## src/rtl/key_press_fsm_bcd_counter_assert.svh

```systemverilog
// assertion macros for the key press counter block
`ifndef KEY_PRESS_FSM_BCD_COUNTER_ASSERT_SVH
`define KEY_PRESS_FSM_BCD_COUNTER_ASSERT_SVH
`ifndef SYNTHESIS
`define KPB_ASSERT(lbl, clk, rstn, prop) \
  lbl: assert property (@(posedge clk) disable iff (!(rstn)) (prop)) \
    else $error("key press counter assertion failed");
`define KPB_ASSERT_ALWAYS(lbl, clk, prop) \
  lbl: assert property (@(posedge clk) (prop)) \
    else $error("key press counter invariant failed");
`else
`define KPB_ASSERT(lbl, clk, rstn, prop)
`define KPB_ASSERT_ALWAYS(lbl, clk, prop)
`endif
`endif

```

## src/rtl/kpbcd_pkg.sv

```systemverilog
// shared types, codes and helpers for the key press counter
package kpbcd_pkg;

  localparam int KEY_W   = 4;
  localparam int TICK_W  = 16;
  localparam int DIGIT_W = 4;
  localparam int EVENT_W = 2;
  localparam int CFG_IDX_W = 1;

  typedef logic [DIGIT_W-1:0] bcd_digit_t;
  typedef bcd_digit_t [3:0] bcd_word_t;

  localparam logic [KEY_W-1:0] KEY_NONE     = 4'd0;
  localparam logic [KEY_W-1:0] KEY_COUNT    = 4'd1;
  localparam logic [KEY_W-1:0] KEY_HUNDREDS = 4'd2;

  localparam logic [EVENT_W-1:0] EV_NONE   = 2'd0;
  localparam logic [EVENT_W-1:0] EV_SHORT  = 2'd1;
  localparam logic [EVENT_W-1:0] EV_REPEAT = 2'd2;

  localparam logic [CFG_IDX_W-1:0] REG_LONG_PRESS = 1'd0;
  localparam logic [CFG_IDX_W-1:0] REG_REPEAT     = 1'd1;

  localparam logic [TICK_W-1:0] LONG_PRESS_RESET = 16'd100;
  localparam logic [TICK_W-1:0] REPEAT_RESET     = 16'd20;

  localparam bcd_digit_t DIGIT_MAX = 4'd9;
  localparam bcd_word_t  DIGITS_RESET = {4'd2, 4'd0, 4'd1, 4'd0};

  // add one at the ones or the hundreds digit, carry upward, clear on overflow
  function automatic bcd_word_t bcd_bump(input bcd_word_t d, input logic from_hundreds);
    bcd_word_t r;
    logic      carry;
    r = d;
    carry = 1'b1;
    for (int i = 0; i < 4; i++) begin
      if (carry && ((i >= 2) || !from_hundreds)) begin
        if (d[i] == DIGIT_MAX) begin
          r[i] = '0;
        end else begin
          r[i] = d[i] + 4'd1;
          carry = 1'b0;
        end
      end
    end
    if (carry) begin
      r = '0;
    end
    return r;
  endfunction

endpackage

```

## src/rtl/key_press_fsm_bcd_counter.sv

```systemverilog
// latency: a key sample transferred at one edge gives its result on the outputs after that edge
// throughput: one key sample per clock cycle while in_stall_o is low, set by the single press state register update
// the result register is the only output buffer; input stalls only while it is full and stalled
// reset: press state idle, no held key, hold count zero, digits show 2010
// reset: long press count 100, repeat count 20, no result pending
`include "key_press_fsm_bcd_counter_assert.svh"
module key_press_fsm_bcd_counter (
  input  logic                              clk_i,
  input  logic                              rst_ni,
  input  logic                              cfg_we_i,
  input  logic [kpbcd_pkg::CFG_IDX_W-1:0]   cfg_idx_i,
  input  logic [kpbcd_pkg::TICK_W-1:0]      cfg_data_i,
  input  logic                              in_valid_i,
  output logic                              in_stall_o,
  input  logic [kpbcd_pkg::KEY_W-1:0]       key_code_i,
  output logic                              out_valid_o,
  input  logic                              out_stall_i,
  output logic [kpbcd_pkg::DIGIT_W-1:0]     digit_ones_o,
  output logic [kpbcd_pkg::DIGIT_W-1:0]     digit_tens_o,
  output logic [kpbcd_pkg::DIGIT_W-1:0]     digit_hundreds_o,
  output logic [kpbcd_pkg::DIGIT_W-1:0]     digit_thousands_o,
  output logic [kpbcd_pkg::EVENT_W-1:0]     key_event_o
);
  import kpbcd_pkg::*;

  typedef enum logic [1:0] {
    ST_IDLE = 2'd0,
    ST_DOWN = 2'd1,
    ST_TIME = 2'd2,
    ST_LONG = 2'd3
  } press_e;

  press_e              state_q, state_d;
  logic [KEY_W-1:0]    held_key_q, held_key_d;
  logic [TICK_W-1:0]   hold_q, hold_d, hold_inc;
  bcd_word_t           digits_q, digits_d;
  logic [EVENT_W-1:0]  event_q, event_d;
  logic [TICK_W-1:0]   long_press_q, repeat_q;
  logic                out_valid_q;
  logic                in_acc, out_acc, act;

  assign in_stall_o = out_valid_q && out_stall_i;
  assign in_acc     = in_valid_i && !in_stall_o;
  assign out_acc    = out_valid_q && !out_stall_i;
  assign hold_inc   = hold_q + 16'd1;

  always_comb begin
    state_d    = state_q;
    held_key_d = held_key_q;
    hold_d     = hold_q;
    event_d    = EV_NONE;
    act        = 1'b0;
    unique case (state_q)
      ST_IDLE: begin
        if (key_code_i != KEY_NONE) state_d = ST_DOWN;
      end
      ST_DOWN: begin
        if (key_code_i == KEY_NONE) begin
          state_d = ST_IDLE;
        end else begin
          state_d    = ST_TIME;
          hold_d     = '0;
          held_key_d = key_code_i;
        end
      end
      ST_TIME: begin
        if (key_code_i == KEY_NONE) begin
          state_d = ST_IDLE;
          act     = 1'b1;
          event_d = EV_SHORT;
        end else if (key_code_i != held_key_q) begin
          state_d = ST_DOWN;
        end else if (hold_inc == long_press_q) begin
          hold_d  = '0;
          state_d = ST_LONG;
        end else begin
          hold_d = hold_inc;
        end
      end
      ST_LONG: begin
        if (key_code_i == KEY_NONE) begin
          state_d = ST_IDLE;
        end else if (key_code_i != held_key_q) begin
          state_d = ST_DOWN;
        end else if (hold_inc == repeat_q) begin
          hold_d  = '0;
          act     = 1'b1;
          event_d = EV_REPEAT;
        end else begin
          hold_d = hold_inc;
        end
      end
      default: state_d = ST_IDLE;
    endcase
  end

  always_comb begin
    digits_d = digits_q;
    if (act && (held_key_q == KEY_COUNT)) begin
      digits_d = bcd_bump(digits_q, 1'b0);
    end else if (act && (held_key_q == KEY_HUNDREDS)) begin
      digits_d = bcd_bump(digits_q, 1'b1);
    end
  end

  always_ff @(posedge clk_i or negedge rst_ni) begin
    if (!rst_ni) begin
      long_press_q <= LONG_PRESS_RESET;
      repeat_q     <= REPEAT_RESET;
    end else if (cfg_we_i) begin
      unique case (cfg_idx_i)
        REG_LONG_PRESS: long_press_q <= cfg_data_i;
        REG_REPEAT:     repeat_q     <= cfg_data_i;
        default: ;
      endcase
    end
  end

  always_ff @(posedge clk_i or negedge rst_ni) begin
    if (!rst_ni) begin
      state_q     <= ST_IDLE;
      held_key_q  <= KEY_NONE;
      hold_q      <= '0;
      digits_q    <= DIGITS_RESET;
      event_q     <= EV_NONE;
      out_valid_q <= 1'b0;
    end else begin
      if (in_acc) begin
        state_q    <= state_d;
        held_key_q <= held_key_d;
        hold_q     <= hold_d;
        digits_q   <= digits_d;
        event_q    <= event_d;
      end
      if (in_acc) begin
        out_valid_q <= 1'b1;
      end else if (out_acc) begin
        out_valid_q <= 1'b0;
      end
    end
  end

  assign out_valid_o       = out_valid_q;
  assign digit_ones_o      = digits_q[0];
  assign digit_tens_o      = digits_q[1];
  assign digit_hundreds_o  = digits_q[2];
  assign digit_thousands_o = digits_q[3];
  assign key_event_o       = event_q;

  `KPB_ASSERT(a_short_on_release, clk_i, rst_ni, (in_acc && state_q == ST_TIME && key_code_i == KEY_NONE) |=> (event_q == EV_SHORT && state_q == ST_IDLE))
  `KPB_ASSERT(a_long_release_silent, clk_i, rst_ni, (in_acc && state_q == ST_LONG && key_code_i == KEY_NONE) |=> (event_q == EV_NONE && state_q == ST_IDLE))
  `KPB_ASSERT(a_stall_needs_result, clk_i, rst_ni, in_stall_o |-> out_valid_q)
  `KPB_ASSERT(a_digits_hold_idle, clk_i, rst_ni, !in_acc |=> $stable(digits_q))
  `KPB_ASSERT(a_digits_bcd, clk_i, rst_ni, (digits_q[0] <= DIGIT_MAX && digits_q[1] <= DIGIT_MAX && digits_q[2] <= DIGIT_MAX && digits_q[3] <= DIGIT_MAX))
  `KPB_ASSERT_ALWAYS(a_reset_idle, clk_i, !rst_ni |=> (state_q == ST_IDLE && !out_valid_q))

endmodule
```

## config.mk

```make
export PLATFORM = sky130hd
export DESIGN_NAME = key_press_fsm_bcd_counter
export DESIGN_NICKNAME = d
export VERILOG_FILES = /design/src/rtl/kpbcd_pkg.sv /design/src/rtl/key_press_fsm_bcd_counter.sv
export VERILOG_INCLUDE_DIRS = /design/src /design/src/rtl
export SDC_FILE = /design/constraint.sdc
export NUM_CORES = 1
export LEC_CHECK = 0
export BUFFER_PORTS_ARGS = -buffer_cell sky130_fd_sc_hd__buf_2
export CAP_MARGIN = 20
export CORE_AREA = 3 3 107 109
export CTS_BUF_LIST = sky130_fd_sc_hd__clkbuf_4 sky130_fd_sc_hd__clkbuf_8
export CTS_CLUSTER_DIAMETER = 40
export DETAILED_ROUTE_END_ITERATION = 8
export DIE_AREA = 0 0 110 112
export PLACE_DENSITY_LB_ADDON = 0.25
export REMOVE_ABC_BUFFERS = 1
export SYNTH_ARGS = -nofsm -noshare
export SYNTH_HDL_FRONTEND = slang
export SYNTH_SLANG_ARGS = --single-unit
export TNS_END_PERCENT = 10
```

## constraint.sdc

```tcl
create_clock -name clk_i -period 4.75 [get_ports clk_i]
set_input_delay 0.2375 -clock clk_i [delete_from_list [all_inputs] [get_ports clk_i]]
set_output_delay 0.2375 -clock clk_i [all_outputs]
set_load 0.03 [all_outputs]
```

==> results.sh <==
export IMPL_worst_slack_ps=1130
export IMPL_synthAdderAreaFrac_pct=3.99
export IMPL_area_delta_synth_final_pct=10.4
export IMPL_track_usage_pct=18.1
export IMPL_setup_viol=0
export IMPL_rows=38
export IMPL_ant_nets=0
export IMPL_worstSetupPathType="flip-flop to flip-flop"
export IMPL_wl_per_cell_um=16.0
export IMPL_place_congestion=0.875
export IMPL_fin_crit_ps=3620
export IMPL_synth_mux_area_share_pct=10.7
export IMPL_cap_violations=0
export IMPL_viasPerCell=5.54
export IMPL_cts_buffers=9
export IMPL_cts_resized=0
export IMPL_ff2ff_setup_slack_ps=1130
export IMPL_detailedPlace_worstSlack_ps=1160
export IMPL_grt_max_degree=74
export IMPL_clock_path_buffers=2
export IMPL_cpPeakStageDelay_ps=710
export IMPL_hold_buffers=0
export IMPL_netlist_area_um2=4710
export IMPL_rsz0062_at_grt="false"
export IMPL_ys_types=69
export IMPL_dpl_cell_area_um2=5010
export IMPL_p_per_area_nw_per_um2=408
export IMPL_routed_wl_um=10600
export IMPL_synth_xor_area_share_pct=8.13
export IMPL_p_total_mw=2.12
export IMPL_diodes=0
export IMPL_drt_initial_drc_count=181
export IMPL_die_width_um=110
export IMPL_htree_num_levels=3
export IMPL_vdd_drop_max_v=0.000190
export IMPL_critPathRequiredTime_ps=5000
export IMPL_yosysSeqAreaShare_pct=39.0
export IMPL_cts_setup_buffers=0
export IMPL_initial_core_util_pct=44.0
export IMPL_regToRegEndpoint="hold_q[10]"
export IMPL_min_period_over_period_pct=76.2
export IMPL_cts_tree="yes"
export IMPL_max_clock_freq_mhz=276
export IMPL_synthArstFlopShare_pct=100
export IMPL_antenna_found_initial=0
export IMPL_grt_pass1_vias=3538
export IMPL_io_pins=46
export IMPL_route_detailed_drc=0
export IMPL_dieArea_um2=12300
export IMPL_synth_warnings=0
export IMPL_clkTransAtPathRegs_ps=90
export IMPL_grt_overflow=0
export IMPL_hold_viol=0
export IMPL_synth_top_family_by_area="simple AND/OR/NAND/NOR gates"
export IMPL_fill_cells=1046
export IMPL_crit_chain="nand4_4, or4_1, a21o_1, nor3_2, nand4_1, o21ai_1, a21oi_1, a311o_1"
export IMPL_relSlewSlack_pct=37.4
export IMPL_grt_first_pass_wirelength_um=17500
export IMPL_clock_root_buffer="clkbuf_8"
export IMPL_crit_slowest_cell="or4_1"
export IMPL_cp_max_fo=13
export IMPL_syn_inst=485
export IMPL_hpwl_um=7670
export IMPL_crit_path_start_kind="flip-flop"
export IMPL_numPortBuffers=45
export IMPL_fin_nets=558
export IMPL_insertion_delay_ps=360
export IMPL_cts_sinks=73
export IMPL_status="completed"
export IMPL_num_vias=3668
export IMPL_r2r_cells=8
export IMPL_ys_ff_latch=73
export IMPL_synth_edf_count=0
export IMPL_worstReg2RegStart="hold_q[5]"
export IMPL_drtPass1Iterations=4
export IMPL_yosys_area_share_simple_pct=19.2
export IMPL_yosys_area_top_type="dfrtp_1"
export IMPL_die_h_um=112
export IMPL_fin_skew_ps=12.1
export IMPL_coreArea_um2=10700
export IMPL_end_kind="flip-flop"
export IMPL_layout_drive_gt1_share_pct=23.9
export IMPL_slew_violations=0
export IMPL_tightest_slew_ps=939
export IMPL_ys_flop_type="dfrtp_1"
export IMPL_p_leak_nw=2.22
export IMPL_finalSetupTns_ps=0
export IMPL_synth_compound_area_share_pct=15.2
export IMPL_cp_startpoint="hold_q[5]"
export IMPL_yosysTopAreaCellShare_pct=35.1
export IMPL_finalInstanceArea_um2=5190
export IMPL_ys_top_cells_by_area="dfrtp_1 (35%), mux2_2 (9.6%), xnor2_1 (4.5%)"
export IMPL_hold_path_class="input port to asynchronous set/reset pin"
export IMPL_syn_area_per_cell_um2=9.71
export IMPL_critPathArrivalTime_ps=3870
export IMPL_crit_path_end="hold_q[10]"
cells by family after synthesis:
kind of cell	count (synthesis)
simple gates	163
flops	73
fa+ha+maj	15
buf+inv	43
compound gates	107
mux	45
xor+xnor	39
layout by cell type, fill, tap and decap left out, types with 15 or more instances in the layout:
cell type	Yosys	final
nand2_1	41	41
dfrtp_1	66	66
nand3_1	19	19
inv_1	15	15
xnor2_1	24	24
a21oi_1	24	24
o21ai_0	25	25
mux2_2	40	40
nor2_1	32	32
ha_1	15	15
buf_2	7	44
state kept, by name, summed over array words and instances, names as in the netlist:
register	cells
digit_tens_o	4
key_event_o	2
held_key_q	4
out_valid_o	1
state_q	2
digit_ones_o	4
hold_q	16
digit_thousands_o	4
digit_hundreds_o	4
repeat_q	16
long_press_q	16
routing by layer:
layer	up-vias	global-route usage [%]	routed length, µm	share of wire [%]
met3	9	4.29	476	4.5
met5	-	0	0	0
met1	1776	24.8	4940	47
met4	0	4.24	107	1.0
met2	68	28.9	5050	48
li1	1815	-	-	-
layout make-up:
cell class | count | area (µm²) | area share (%)
timing repair buffer | 49 | 255 | 4.91
clock buffer | 9 | 124 | 2.38
multi-input combinational | 369 | 2690 | 51.8
clock inverter | 7 | 58.8 | 1.13
inverter | 15 | 56.3 | 1.08
sequential | 73 | 1840 | 35.3
tap | 140 | 175 | 3.37
Yosys cell counts (all sizes together) (7+ instances only):
cell     n
nor2    32
a21oi   24
xnor2   24
nand4    9
dfrtp   66
mux2    41
inv     15
o21ai   33
buf     11
and3     7
or3      7
clkbuf  17
nand2b   7
nand2   41
nand3   19
dfstp    7
ha      15
xor2    12
worst max-delay path, delay by kind of cell, from the launching register on:
kind / cells / cell delay [ps]
flops: 1 / 620
simple gates: 4 / 1440
compound gates: 4 / 1450
where the power goes:
group	switching (mW)	internal (mW)	total [mW]
Sequential	0.182	0.736	0.918
Combinational	0.375	0.367	0.742
Clock	0.262	0.197	0.459
Total	0.819	1.30	2.12
through the flow:
stage          instances  utilization, %  hold WS [ps]
2_1_floorplan        457               -         -58.1
3_5_place_dp         645            46.8           447
5_1_grt              662            48.6          69.8
3_3_place_gp         645            46.8           434
6_report             662            48.6          2.23
4_1_cts              661            48.5          47.7
worst min path at each step:
stage               startpoint                   to  slack, ps  cells after the start
CTS                     rst_ni         repeat_q[12]         50                      1
global route        in_valid_i          out_valid_o         70                      2
detailed placement      rst_ni     long_press_q[11]        450                      1
global placement        rst_ni     long_press_q[11]        430                      1
floorplan               rst_ni  digit_hundreds_o[0]        -60                      0
finish                  rst_ni            hold_q[8]          2                      1
(Power assumes the default switching activity.)
